===== src/rtl/prx_pkg.sv =====
`default_nettype none

package prx_pkg;

	// run and buffer sizing
	localparam int MAX_RUN   = 256;
	localparam int BUF_DEPTH = 64;
	localparam int THR_LIMIT = 64;
	localparam int THR_CAP   = (BUF_DEPTH < THR_LIMIT) ? BUF_DEPTH : THR_LIMIT;
	localparam int RUN_W     = $clog2(MAX_RUN + 1);
	localparam int ADDR_W    = $clog2(BUF_DEPTH);
	localparam int CFG_W     = 7;

	// character codes
	localparam logic [7:0] CHAR_TAB = 8'h09;
	localparam logic [7:0] CHAR_LF  = 8'h0A;
	localparam logic [7:0] CHAR_CR  = 8'h0D;
	localparam logic [7:0] CHAR_LO  = 8'h20;
	localparam logic [7:0] CHAR_HI  = 8'h7E;

	// input item kinds
	localparam logic KIND_DATA = 1'b0;
	localparam logic KIND_EOI  = 1'b1;

	localparam logic [CFG_W-1:0] MIN_RUN_RST = CFG_W'(4);

	typedef struct packed {
		logic       kind;
		logic [7:0] data_byte;
	} in_item_t;

	typedef struct packed {
		logic [7:0] out_byte;
		logic       last;
	} out_item_t;

	// controller states
	typedef enum logic [5:0] {
		ST_IDLE = 6'b000001,
		ST_PASS = 6'b000010,
		ST_RD   = 6'b000100,
		ST_WR   = 6'b001000,
		ST_CR   = 6'b010000,
		ST_LF   = 6'b100000
	} state_t;

	// source of the byte loaded into the output register
	typedef enum logic [2:0] {
		EMIT_NONE = 3'd0,
		EMIT_BYTE = 3'd1,
		EMIT_MEM  = 3'd2,
		EMIT_CR   = 3'd3,
		EMIT_LF   = 3'd4
	} emit_sel_t;

	typedef struct packed {
		logic      grow;
		logic      start_drain;
		logic      clear_run;
		logic      latch;
		logic      rd;
		logic      next_idx;
		emit_sel_t emit;
	} cmd_t;

	typedef struct packed {
		logic printable;
		logic can_grow;
		logic passing;
		logic qualify;
		logic drain_last;
		logic out_free;
	} sts_t;

endpackage

`default_nettype wire


===== src/rtl/prx_datapath.sv =====
`default_nettype none

module prx_datapath import prx_pkg::*; (
	input  wire logic             clk,
	input  wire logic             arst_n,
	input  wire in_item_t         src_item,
	input  wire logic             cfg_valid,
	input  wire logic [CFG_W-1:0] cfg_data,
	input  wire cmd_t             cmd,
	output sts_t                  sts,
	output logic                  dst_valid,
	input  wire logic             dst_stall,
	output out_item_t             dst_item
);

	logic [CFG_W-1:0]  min_run_q;
	logic [RUN_W-1:0]  run_len_q;
	logic              passing_q;
	logic [ADDR_W-1:0] idx_q;
	logic [7:0]        byte_q;
	logic [7:0]        rdata_q;
	logic              out_valid_q;
	out_item_t         out_q;
	logic [7:0]        mem [BUF_DEPTH];

	logic [CFG_W-1:0]  thr;
	logic              drain_last;
	logic              out_free;
	out_item_t         out_d;

	// effective threshold, clamped to 1..THR_CAP
	always_comb begin
		if (min_run_q == '0) begin
			thr = CFG_W'(1);
		end else if (min_run_q > CFG_W'(THR_CAP)) begin
			thr = CFG_W'(THR_CAP);
		end else begin
			thr = min_run_q;
		end
	end

	assign drain_last = (RUN_W'(idx_q) + RUN_W'(1)) == run_len_q;
	assign out_free   = !out_valid_q || !dst_stall;

	// status toward the controller
	always_comb begin
		sts.printable  = (src_item.kind == KIND_DATA) &&
			(((src_item.data_byte >= CHAR_LO) && (src_item.data_byte <= CHAR_HI)) ||
			(src_item.data_byte == CHAR_TAB));
		sts.can_grow   = run_len_q < RUN_W'(MAX_RUN);
		sts.passing    = passing_q;
		sts.qualify    = ((RUN_W + 1)'(run_len_q) + (RUN_W + 1)'(1)) >= (RUN_W + 1)'(thr);
		sts.drain_last = drain_last;
		sts.out_free   = out_free;
	end

	// output byte select
	always_comb begin
		case (cmd.emit)
			EMIT_BYTE: out_d = '{out_byte: byte_q,  last: 1'b1};
			EMIT_MEM:  out_d = '{out_byte: rdata_q, last: drain_last};
			EMIT_CR:   out_d = '{out_byte: CHAR_CR, last: 1'b0};
			EMIT_LF:   out_d = '{out_byte: CHAR_LF, last: 1'b1};
			default:   out_d = '{out_byte: 8'h00,   last: 1'b0};
		endcase
	end

	// run control state and configuration register
	always_ff @(posedge clk or negedge arst_n) begin
		if (!arst_n) begin
			min_run_q   <= MIN_RUN_RST;
			run_len_q   <= '0;
			passing_q   <= 1'b0;
			idx_q       <= '0;
			out_valid_q <= 1'b0;
		end else begin
			if (cfg_valid) begin
				min_run_q <= cfg_data;
			end
			if (cmd.clear_run) begin
				run_len_q <= '0;
				passing_q <= 1'b0;
			end else if (cmd.grow) begin
				run_len_q <= run_len_q + RUN_W'(1);
			end
			if (cmd.start_drain) begin
				passing_q <= 1'b1;
				idx_q     <= '0;
			end else if (cmd.next_idx) begin
				idx_q <= idx_q + ADDR_W'(1);
			end
			if (cmd.emit != EMIT_NONE) begin
				out_valid_q <= 1'b1;
			end else if (!dst_stall) begin
				out_valid_q <= 1'b0;
			end
		end
	end

	// run buffer, registered read
	always_ff @(posedge clk) begin
		if (cmd.grow && (run_len_q < RUN_W'(BUF_DEPTH))) begin
			mem[run_len_q[ADDR_W-1:0]] <= src_item.data_byte;
		end
		if (cmd.rd) begin
			rdata_q <= mem[idx_q];
		end
	end

	// payload registers
	always_ff @(posedge clk) begin
		if (cmd.latch) begin
			byte_q <= src_item.data_byte;
		end
		if (cmd.emit != EMIT_NONE) begin
			out_q <= out_d;
		end
	end

	assign dst_valid = out_valid_q;
	assign dst_item  = out_q;

endmodule

`default_nettype wire


===== src/rtl/prx_ctrl.sv =====
`default_nettype none

module prx_ctrl import prx_pkg::*; (
	input  wire logic clk,
	input  wire logic arst_n,
	input  wire logic src_valid,
	output logic      src_stall,
	input  wire sts_t sts,
	output cmd_t      cmd,
	output state_t    state
);

	state_t state_q;
	state_t state_d;

	assign src_stall = (state_q != ST_IDLE);
	assign state     = state_q;

	// next state and commands
	always_comb begin
		state_d = state_q;
		cmd     = '{emit: EMIT_NONE, default: 1'b0};
		unique case (state_q)
			ST_IDLE: begin
				if (src_valid) begin
					if (sts.printable) begin
						if (sts.can_grow) begin
							cmd.grow = 1'b1;
							if (sts.passing) begin
								cmd.latch = 1'b1;
								state_d   = ST_PASS;
							end else if (sts.qualify) begin
								cmd.start_drain = 1'b1;
								state_d         = ST_RD;
							end
						end
					end else begin
						cmd.clear_run = 1'b1;
						if (sts.passing) begin
							state_d = ST_CR;
						end
					end
				end
			end
			ST_PASS: begin
				if (sts.out_free) begin
					cmd.emit = EMIT_BYTE;
					state_d  = ST_IDLE;
				end
			end
			ST_RD: begin
				cmd.rd  = 1'b1;
				state_d = ST_WR;
			end
			ST_WR: begin
				if (sts.out_free) begin
					cmd.emit = EMIT_MEM;
					if (sts.drain_last) begin
						state_d = ST_IDLE;
					end else begin
						cmd.next_idx = 1'b1;
						state_d      = ST_RD;
					end
				end
			end
			ST_CR: begin
				if (sts.out_free) begin
					cmd.emit = EMIT_CR;
					state_d  = ST_LF;
				end
			end
			ST_LF: begin
				if (sts.out_free) begin
					cmd.emit = EMIT_LF;
					state_d  = ST_IDLE;
				end
			end
			default: begin
				state_d = ST_IDLE;
			end
		endcase
	end

	// state register
	always_ff @(posedge clk or negedge arst_n) begin
		if (!arst_n) begin
			state_q <= ST_IDLE;
		end else begin
			state_q <= state_d;
		end
	end

endmodule

`default_nettype wire


===== src/rtl/printable_run_extractor_core.sv =====
// Printable run extractor: scans a byte stream and forwards runs of printable
// characters (0x20..0x7E, tab) reaching min_run bytes (clamped 1..64), each closed by CR LF.
// Input channel src_valid/src_stall/src_item carries one byte or an end-of-input
// marker; output channel dst_valid/dst_stall/dst_item carries one character per
// transfer, with last set on the final character caused by an input item.
// The cfg channel (cfg_valid/cfg_ready/cfg_data) writes min_run; it is always
// ready and should be used only while the block is idle.
// Sequencing: a pass-through byte is latched when it is taken and then loaded into
// the output register once that register is free. A run that just qualified drains
// its n buffered bytes (n <= 64) with one buffer read and then one output load per
// byte, as the run buffer has a single read port. A terminator after a reported
// run loads CR and then LF.
// While the output register holds a stalled character the controller waits, and
// src_stall stays high until the current item's characters are all loaded.
// Reset clears the run length, the reporting flag and the output valid flag and
// sets min_run to 4; buffer contents are not cleared, as entries are only read
// after being written within the current run.
`default_nettype none

module printable_run_extractor_core import prx_pkg::*; (
	input  wire logic             clk,
	input  wire logic             arst_n,
	input  wire logic             src_valid,
	output logic                  src_stall,
	input  wire in_item_t         src_item,
	output logic                  dst_valid,
	input  wire logic             dst_stall,
	output out_item_t             dst_item,
	input  wire logic             cfg_valid,
	output logic                  cfg_ready,
	input  wire logic [CFG_W-1:0] cfg_data
);

	cmd_t   cmd;
	sts_t   sts;
	state_t state;

	assign cfg_ready = 1'b1;

	// sequencer
	prx_ctrl u_ctrl (
		.clk       (clk),
		.arst_n    (arst_n),
		.src_valid (src_valid),
		.src_stall (src_stall),
		.sts       (sts),
		.cmd       (cmd),
		.state     (state)
	);

	// run buffer, counters and output register
	prx_datapath u_dp (
		.clk       (clk),
		.arst_n    (arst_n),
		.src_item  (src_item),
		.cfg_valid (cfg_valid && cfg_ready),
		.cfg_data  (cfg_data),
		.cmd       (cmd),
		.sts       (sts),
		.dst_valid (dst_valid),
		.dst_stall (dst_stall),
		.dst_item  (dst_item)
	);

	// a character is never loaded over one still waiting to transfer
	a_no_overwrite: assert property (@(posedge clk) disable iff (!arst_n)
		(cmd.emit != EMIT_NONE) |-> sts.out_free)
		else $error("output register overwritten");

	// draining only happens for a run that is being reported
	a_drain_passing: assert property (@(posedge clk) disable iff (!arst_n)
		((state == ST_RD) || (state == ST_WR)) |-> sts.passing)
		else $error("buffer drain outside a reported run");

	// CR is always followed by LF as the next loaded character
	a_cr_then_lf: assert property (@(posedge clk) disable iff (!arst_n)
		(cmd.emit == EMIT_CR) |=> (state == ST_LF))
		else $error("CR not followed by LF");

endmodule

`default_nettype wire

===== config.mk =====
export PLATFORM = sky130hd
export DESIGN_NAME = printable_run_extractor_core
export DESIGN_NICKNAME = d
export VERILOG_FILES = /design/src/rtl/prx_pkg.sv /design/src/rtl/prx_datapath.sv /design/src/rtl/prx_ctrl.sv /design/src/rtl/printable_run_extractor_core.sv
export SDC_FILE = /design/constraint.sdc
export NUM_CORES = 1
export LEC_CHECK = 0
export BUFFER_PORTS_ARGS = -buffer_cell sky130_fd_sc_hd__buf_2
export CORE_UTILIZATION = 40
export CTS_BUF_LIST = sky130_fd_sc_hd__clkbuf_16
export CTS_CLUSTER_SIZE = 28
export DETAILED_ROUTE_END_ITERATION = 10
export SETUP_SLACK_MARGIN = 0.4
export SLEW_MARGIN = 0
export SYNTH_ARGS = -nofsm -noshare
export SYNTH_HDL_FRONTEND = slang
export SYNTH_SLANG_ARGS = --single-unit

===== constraint.sdc =====
create_clock -name clk -period 3.3 [get_ports clk]
set_clock_uncertainty 0.1 [all_clocks]
set_input_delay 0.66 -clock clk [delete_from_list [all_inputs] [get_ports clk]]
set_output_delay 0.66 -clock clk [all_outputs]
set_load 0.05 [all_outputs]

* Word level (Yosys, flattened, before mapping)
Memory sizes are Yosys's and may differ from the RTL's. A register that Yosys moved wholly into a read port is not among the register bits.
Cells that the tools add are included.
** Cells by class
- Reductions and logical operators :: 14
- Eq/ne operators :: 21
- Divide/modulo/power cells :: 0
- $lt $le $gt $ge :: 6
- Shift-type cells :: 0
- Multipliers :: 0
- Mux-type cells :: 42
- Bitwise operators :: 1
- Add/sub/neg operators :: 4
** Operators by type and width (number)
- 6-bit 2-to-1 mux :: 11
- 9-bit one-hot mux with 4 select lines :: 1
- 6-bit one-hot mux with 5 select lines :: 1
- 9-bit 2-to-1 mux :: 2
- 1-bit 2-to-1 mux :: 16
- 7-bit 2-to-1 mux :: 2
- 4-bit 2-to-1 mux :: 3
- 3-bit one-hot mux with 4 select lines :: 1
- 9-bit by 1-bit adder with 10-bit output (second input constant) :: 1
- 10-bit by 7-bit >= comparator with 1-bit output :: 1
- 9-bit by 1-bit adder with 9-bit output (second input constant) :: 1
- 9-bit equality test :: 1
- 9-bit by 7-bit < comparator with 1-bit output (second input constant) :: 1
- 9-bit < comparator (second input constant) :: 1
- 8-bit by 4-bit equality test with 1-bit output (second input constant) :: 1
- 8-bit by 6-bit >= comparator with 1-bit output (second input constant) :: 1
- 8-bit by 7-bit <= comparator with 1-bit output (second input constant) :: 1
- 2-bit by 1-bit inequality test with 1-bit output (second input constant) :: 4
- 6-bit by 1-bit adder with 7-bit output (second input constant) :: 1
- 7-bit > comparator (second input constant) :: 1
- 7-bit logical NOT :: 1
- 7-bit AND reduction :: 1
- 6-bit by 1-bit adder with 6-bit output (second input constant) :: 1
- 3-bit by 2-bit equality test with 1-bit output (second input constant) :: 2
- other kinds (21) :: 31
** Storage, ports and cells
- Memory bits (read-only) :: 0
- Output and inout port bits :: 12
- Register bits :: 47
- Memory bits (writable) :: 512
- Bits of input ports :: 21
- Bits in latches :: 0
- Memories kept :: 1
- Word-level logic and storage cells :: 98
** Memories
- u_dp.mem :: words 64, width 8, rd ports 1, clocked after memory_dff 1, wr ports 1, line prx_datapath.sv:24 : logic [7:0] mem [BUF_DEPTH];

* Longest topological paths before layout
- Depth after elaboration :: 13
- Mapped depth :: 11

* By module
From an unflattened synthesis, not the netlist that was laid out.
** Second synthesis, totals
- Cell total of the unflattened synthesis :: 1201
- Area total of the unflattened synthesis :: 22950.8 um2
** Modules (own cells, without submodules)
- prx_datapath :: instances 1, area an instance 22400.2 um2, seq. area each 16727.3 um2, cells an instance 1136
- prx_ctrl :: instances 1, area an instance 539.3 um2, seq. area each 151.4 um2, cells an instance 63
- printable_run_extractor_core :: instances 1, area an instance 11.3 um2, seq. area each 0.0 um2, cells an instance 2

* Worst setup path before layout
OpenSTA, ideal clock, no wires.
- Kind :: reg-to-reg
- Start point :: register u_dp.run_len_q[5]
- End point :: register u_ctrl.state_q[4] (netlist: u_ctrl.state[4])
- Required time :: 3.075 ns
- Arrival :: 2.799 ns
- Path buffers :: 1
- Path slack :: 0.276 ns
- Clock period less this slack :: 3.024 ns
- Library setup time :: 0.125 ns
- Cell stages (with the launch flop) :: 12
- Cells stage by stage :: dfrtp_1 -> buf_1 -> nand3_1 -> nor2_1 -> xor2_1 -> ha_1 -> nand4_1 -> nor2_1 -> a2111oi_0 -> and2_1 -> a311o_2 -> mux2_2
** Between the ends
- Cells in the longest elaborated chain, start to end :: 4
- Elaborated cells on any way between the ends :: 6
- Those cells by class :: add/sub (1); order compare (2); eq/ne (2); reduce/logical (1)
** RTL lines
- start: declaration :: line prx_datapath.sv:17 : logic [RUN_W-1:0] run_len_q;
- start signal: assignment :: line prx_datapath.sv:84 : run_len_q <= run_len_q + RUN_W'(1);
- 9-bit by 1-bit adder with 10-bit output :: line prx_datapath.sv:52 : sts.qualify = ((RUN_W + 1)'(run_len_q) + (RUN_W + 1)'(1)) >= (RUN_W + 1)'(thr);
- 10-bit by 7-bit >= comparator with 1-bit output :: line prx_datapath.sv:52
- 3-bit by 2-bit inequality test with 1-bit output (no source line)
- 7-bit AND reduction (no source line) *
- end signal: assignment :: line prx_ctrl.sv:89 : state_q <= state_d;
- end: declaration :: line prx_ctrl.sv:13 : state_t state_q;
Mark *: on every way between the ends. The rest lies on a longest branch, timed or not.
A chain may end at the register's enable or synchronous reset.

* Worst setup path after layout
- Start point :: register u_ctrl.state_q[5] (netlist: u_ctrl.state[5])
- End point :: output port src_stall
** Between the ends
- Cells in the longest elaborated chain, start to end :: 1
** RTL lines
- 6-bit by 1-bit inequality test with 1-bit output :: line prx_ctrl.sv:16 : assign src_stall = (state_q != ST_IDLE);
- end: declaration :: line printable_run_extractor_core.sv:24 : output logic src_stall,
No other way between the ends.

==> flow_summary.json <==
{
  "relSlewSlack_pct": 45.27,
  "grt_pass1_vias": 12680,
  "r2r_start": "u_ctrl.state[5]",
  "tightestPinTransition_ns": 0.8209,
  "syn_to_final_growth_pct": 17.04,
  "cts_buffers": 58,
  "wl_per_cell_um": 24.26,
  "hold_slack_ns": 0.1758,
  "p_leak_nw": 9.555,
  "grt_usage_pct": 19.36,
  "dieArea_um2": 58200,
  "grt_max_degree": 66,
  "ant_nets": 0,
  "finalCriticalPeriod_ns": 2.848,
  "synth-edff-count": 537,
  "drt-initial-drc-count": 1240,
  "ios": 33,
  "max_freq_ghz": 0.3512,
  "cp_max_fo": 4,
  "final_common_cell": "edfxtp_1",
  "first_pass_iters": 5,
  "grt_pass1_wl_um": 81790,
  "hpwl_um": 33950,
  "start_util_pct": 40.53,
  "hold_violations": 0,
  "hold_path.class": "in -> reg",
  "fp.coreArea_um2": 56500,
  "drv_slew": 0,
  "avgSynthCellArea_um2": 17.49,
  "clk_pin_slew_ns": 0.06,
  "syn_area_um2": 22900,
  "crit_path_end_kind": "output pin",
  "rsz0062_at_grt": "true",
  "maxCapViolations": 0,
  "p_per_area_nw_per_um2": 763.7,
  "synth_cell_type_count": 71,
  "hp-start": "cfg_data[6]",
  "grt_antenna_before_repair": 2,
  "setup_viol": 0,
  "die_w_um": 241.3,
  "vdd_drop_max_mv": 0.3945,
  "layout-drive-gt1-share_pct": 24.10,
  "start_kind": "flip-flop",
  "overflow": 0,
  "setup_ws_ns": 0.4524,
  "clk_latency_ns": 0.61,
  "avgViaCountPerCell": 5.557,
  "wl_um": 54900,
  "drc": 0,
  "fillers": 4671,
  "yosysWarnings": 0,
  "synth_top_flop_cell": "edfxtp_1",
  "status": "completed",
  "clock_sinks": 567,
  "critPathLaunch": "u_ctrl.state[5]",
  "final_cell_mix": "537 x edfxtp_1, 130 x mux2i_1, 125 x buf_4",
  "synth-seq-cells": 567,
  "multi_input_comb_area_um2": 5797,
  "worstSetupPathType": "reg -> out",
  "async_flop_share_pct": 5.291,
  "gp_congestion": 0.8658,
  "crit_arrival_ns": 2.09,
  "dieHeight_um": 241.3,
  "cts_tree": "done",
  "ctsLongestPathBuffers": 3,
  "vias": 12580,
  "regArea_um2": 16890,
  "syn-instance-count": 1309,
  "pre_cts_slack_ns": -0.2928,
  "clock_tree.root_cell": "clkbuf_16",
  "nNetsFinal": 1489,
  "syn-num-nets": 1339,
  "htreeDepth": 2,
  "rows": 87,
  "yosysSeqAreaShare_pct": 73.72,
  "finalCritPeriodShare_pct": 86.29,
  "portBuffers": 31,
  "cp.required_ns": 2.54
}
==> cell usage after synthesis, types with 8 or more instances <==
library cell	n	share of area [%]
edfxtp_1	537	70
mux2i_1	130	5.7
nor2_1	91	1.5
nand2_1	71	1.2
o221ai_1	66	2.5
mux4_2	64	6.3
a21oi_1	41	0.90
clkbuf_1	40	0.66
o22ai_1	32	0.87
dfrtp_1	28	3.1
buf_2	26	0.57
a211oi_1	18	0.59
o21ai_0	17	0.37
xor2_1	10	0.38
ha_1	9	0.49
nand3_1	9	0.20
buf_1	8	0.13
==> where the power goes <==
group	total [W]	internal, W	switching [W]
clock network	0.00650	0.00384	0.00266
registers	0.00822	0.00805	0.000179
logic	0.00575	0.00224	0.00351
total	0.0205	0.0141	0.00634
==> final timing paths <==
| check | end | slack (ns) | depth (start not counted) |
|---|---|---|---|
| max | src_stall | 0.45 | 4 |
| min in group asynchronous | u_dp.run_len_q[8] | 0.54 | 2 |
| max reg2reg | u_dp.mem[2][1] | 0.48 | 8 |
| min reg2reg | u_dp.min_run_q[0] | 0.42 | 1 |
| min | u_dp.min_run_q[6] | 0.18 | 3 |
| max in group asynchronous | u_dp.idx_q[0] | 2.04 | 2 |
==> through the flow <==
stage	instances	setup TNS [ns]	util [%]	power, W	cell area [µm²]
floorplan	1309	0	-	0.01211	22910
global placement	2143	-81.58	43.70	0.01393	24690
detailed placement	2143	-64.73	43.70	0.01395	24690
CTS	2256	0	47.21	0.02050	26670
global route	2263	0	47.43	0.02127	26800
finish	2263	0	47.43	0.02047	26800
==> layout make-up <==
cell class | count | area share, %
sequential | 567 | 63.02
multi-input combinational | 660 | 21.63
clock buffer | 59 | 5.509
timing repair buffer | 165 | 4.674
tap | 756 | 3.530
clock inverter | 48 | 1.527
inverter | 7 | 0.09805
antenna | 1 | 0.009338
==> what timing repair did <==
action	CTS	global route
hold buffers	1	0
endpoints found under the setup margin	291	237
endpoints found under the hold margin	28	0
gates resized for setup	13	21
setup buffers	5	6
pin swaps	3	7
gates cloned	0	0
==> worst max-delay path, cell delays in order, from the launching register on <==
cell and delay, ns:
dfrtp_2 0.43, or4_4 0.57, nor3b_4 0.23, inv_2 0.08, buf_6 0.16
==> routing by layer <==
layer / vias up / wire length (µm) / GRT usage (%) / share of wire, %
met3: 82 / 3544 / 4.170 / 6.5
met1: 6484 / 23890 / 26.89 / 44
met5: - / 12 / 0 / 0.022
met2: 395 / 25990 / 30.49 / 47
met4: 2 / 1455 / 6.080 / 2.7
li1: 5613 / - / - / -
==> cell families after synthesis <==
family / synth area share [%]
compound gates: 6.421
xor+xnor: 0.7486
flops: 73.72
fa+ha+maj: 0.4918
mux: 12.32
simple gates: 4.781
buf+inv: 1.503
other cells: 0.01638
==> registers in the layout, summed over array words and instances (netlist names) <==
| register | flops |
|---|---|
| u_dp.mem | 512 |
| u_dp.dst_item | 9 |
| u_dp.run_len_q | 9 |
| u_dp.byte_q | 8 |
| u_dp.rdata_q | 8 |
| u_dp.min_run_q | 7 |
| u_ctrl.state | 6 |
| u_dp.idx_q | 6 |
| u_dp.dst_valid | 1 |
| u_dp.passing_q | 1 |
No activity file was read; power rests on OpenSTA's default activity.
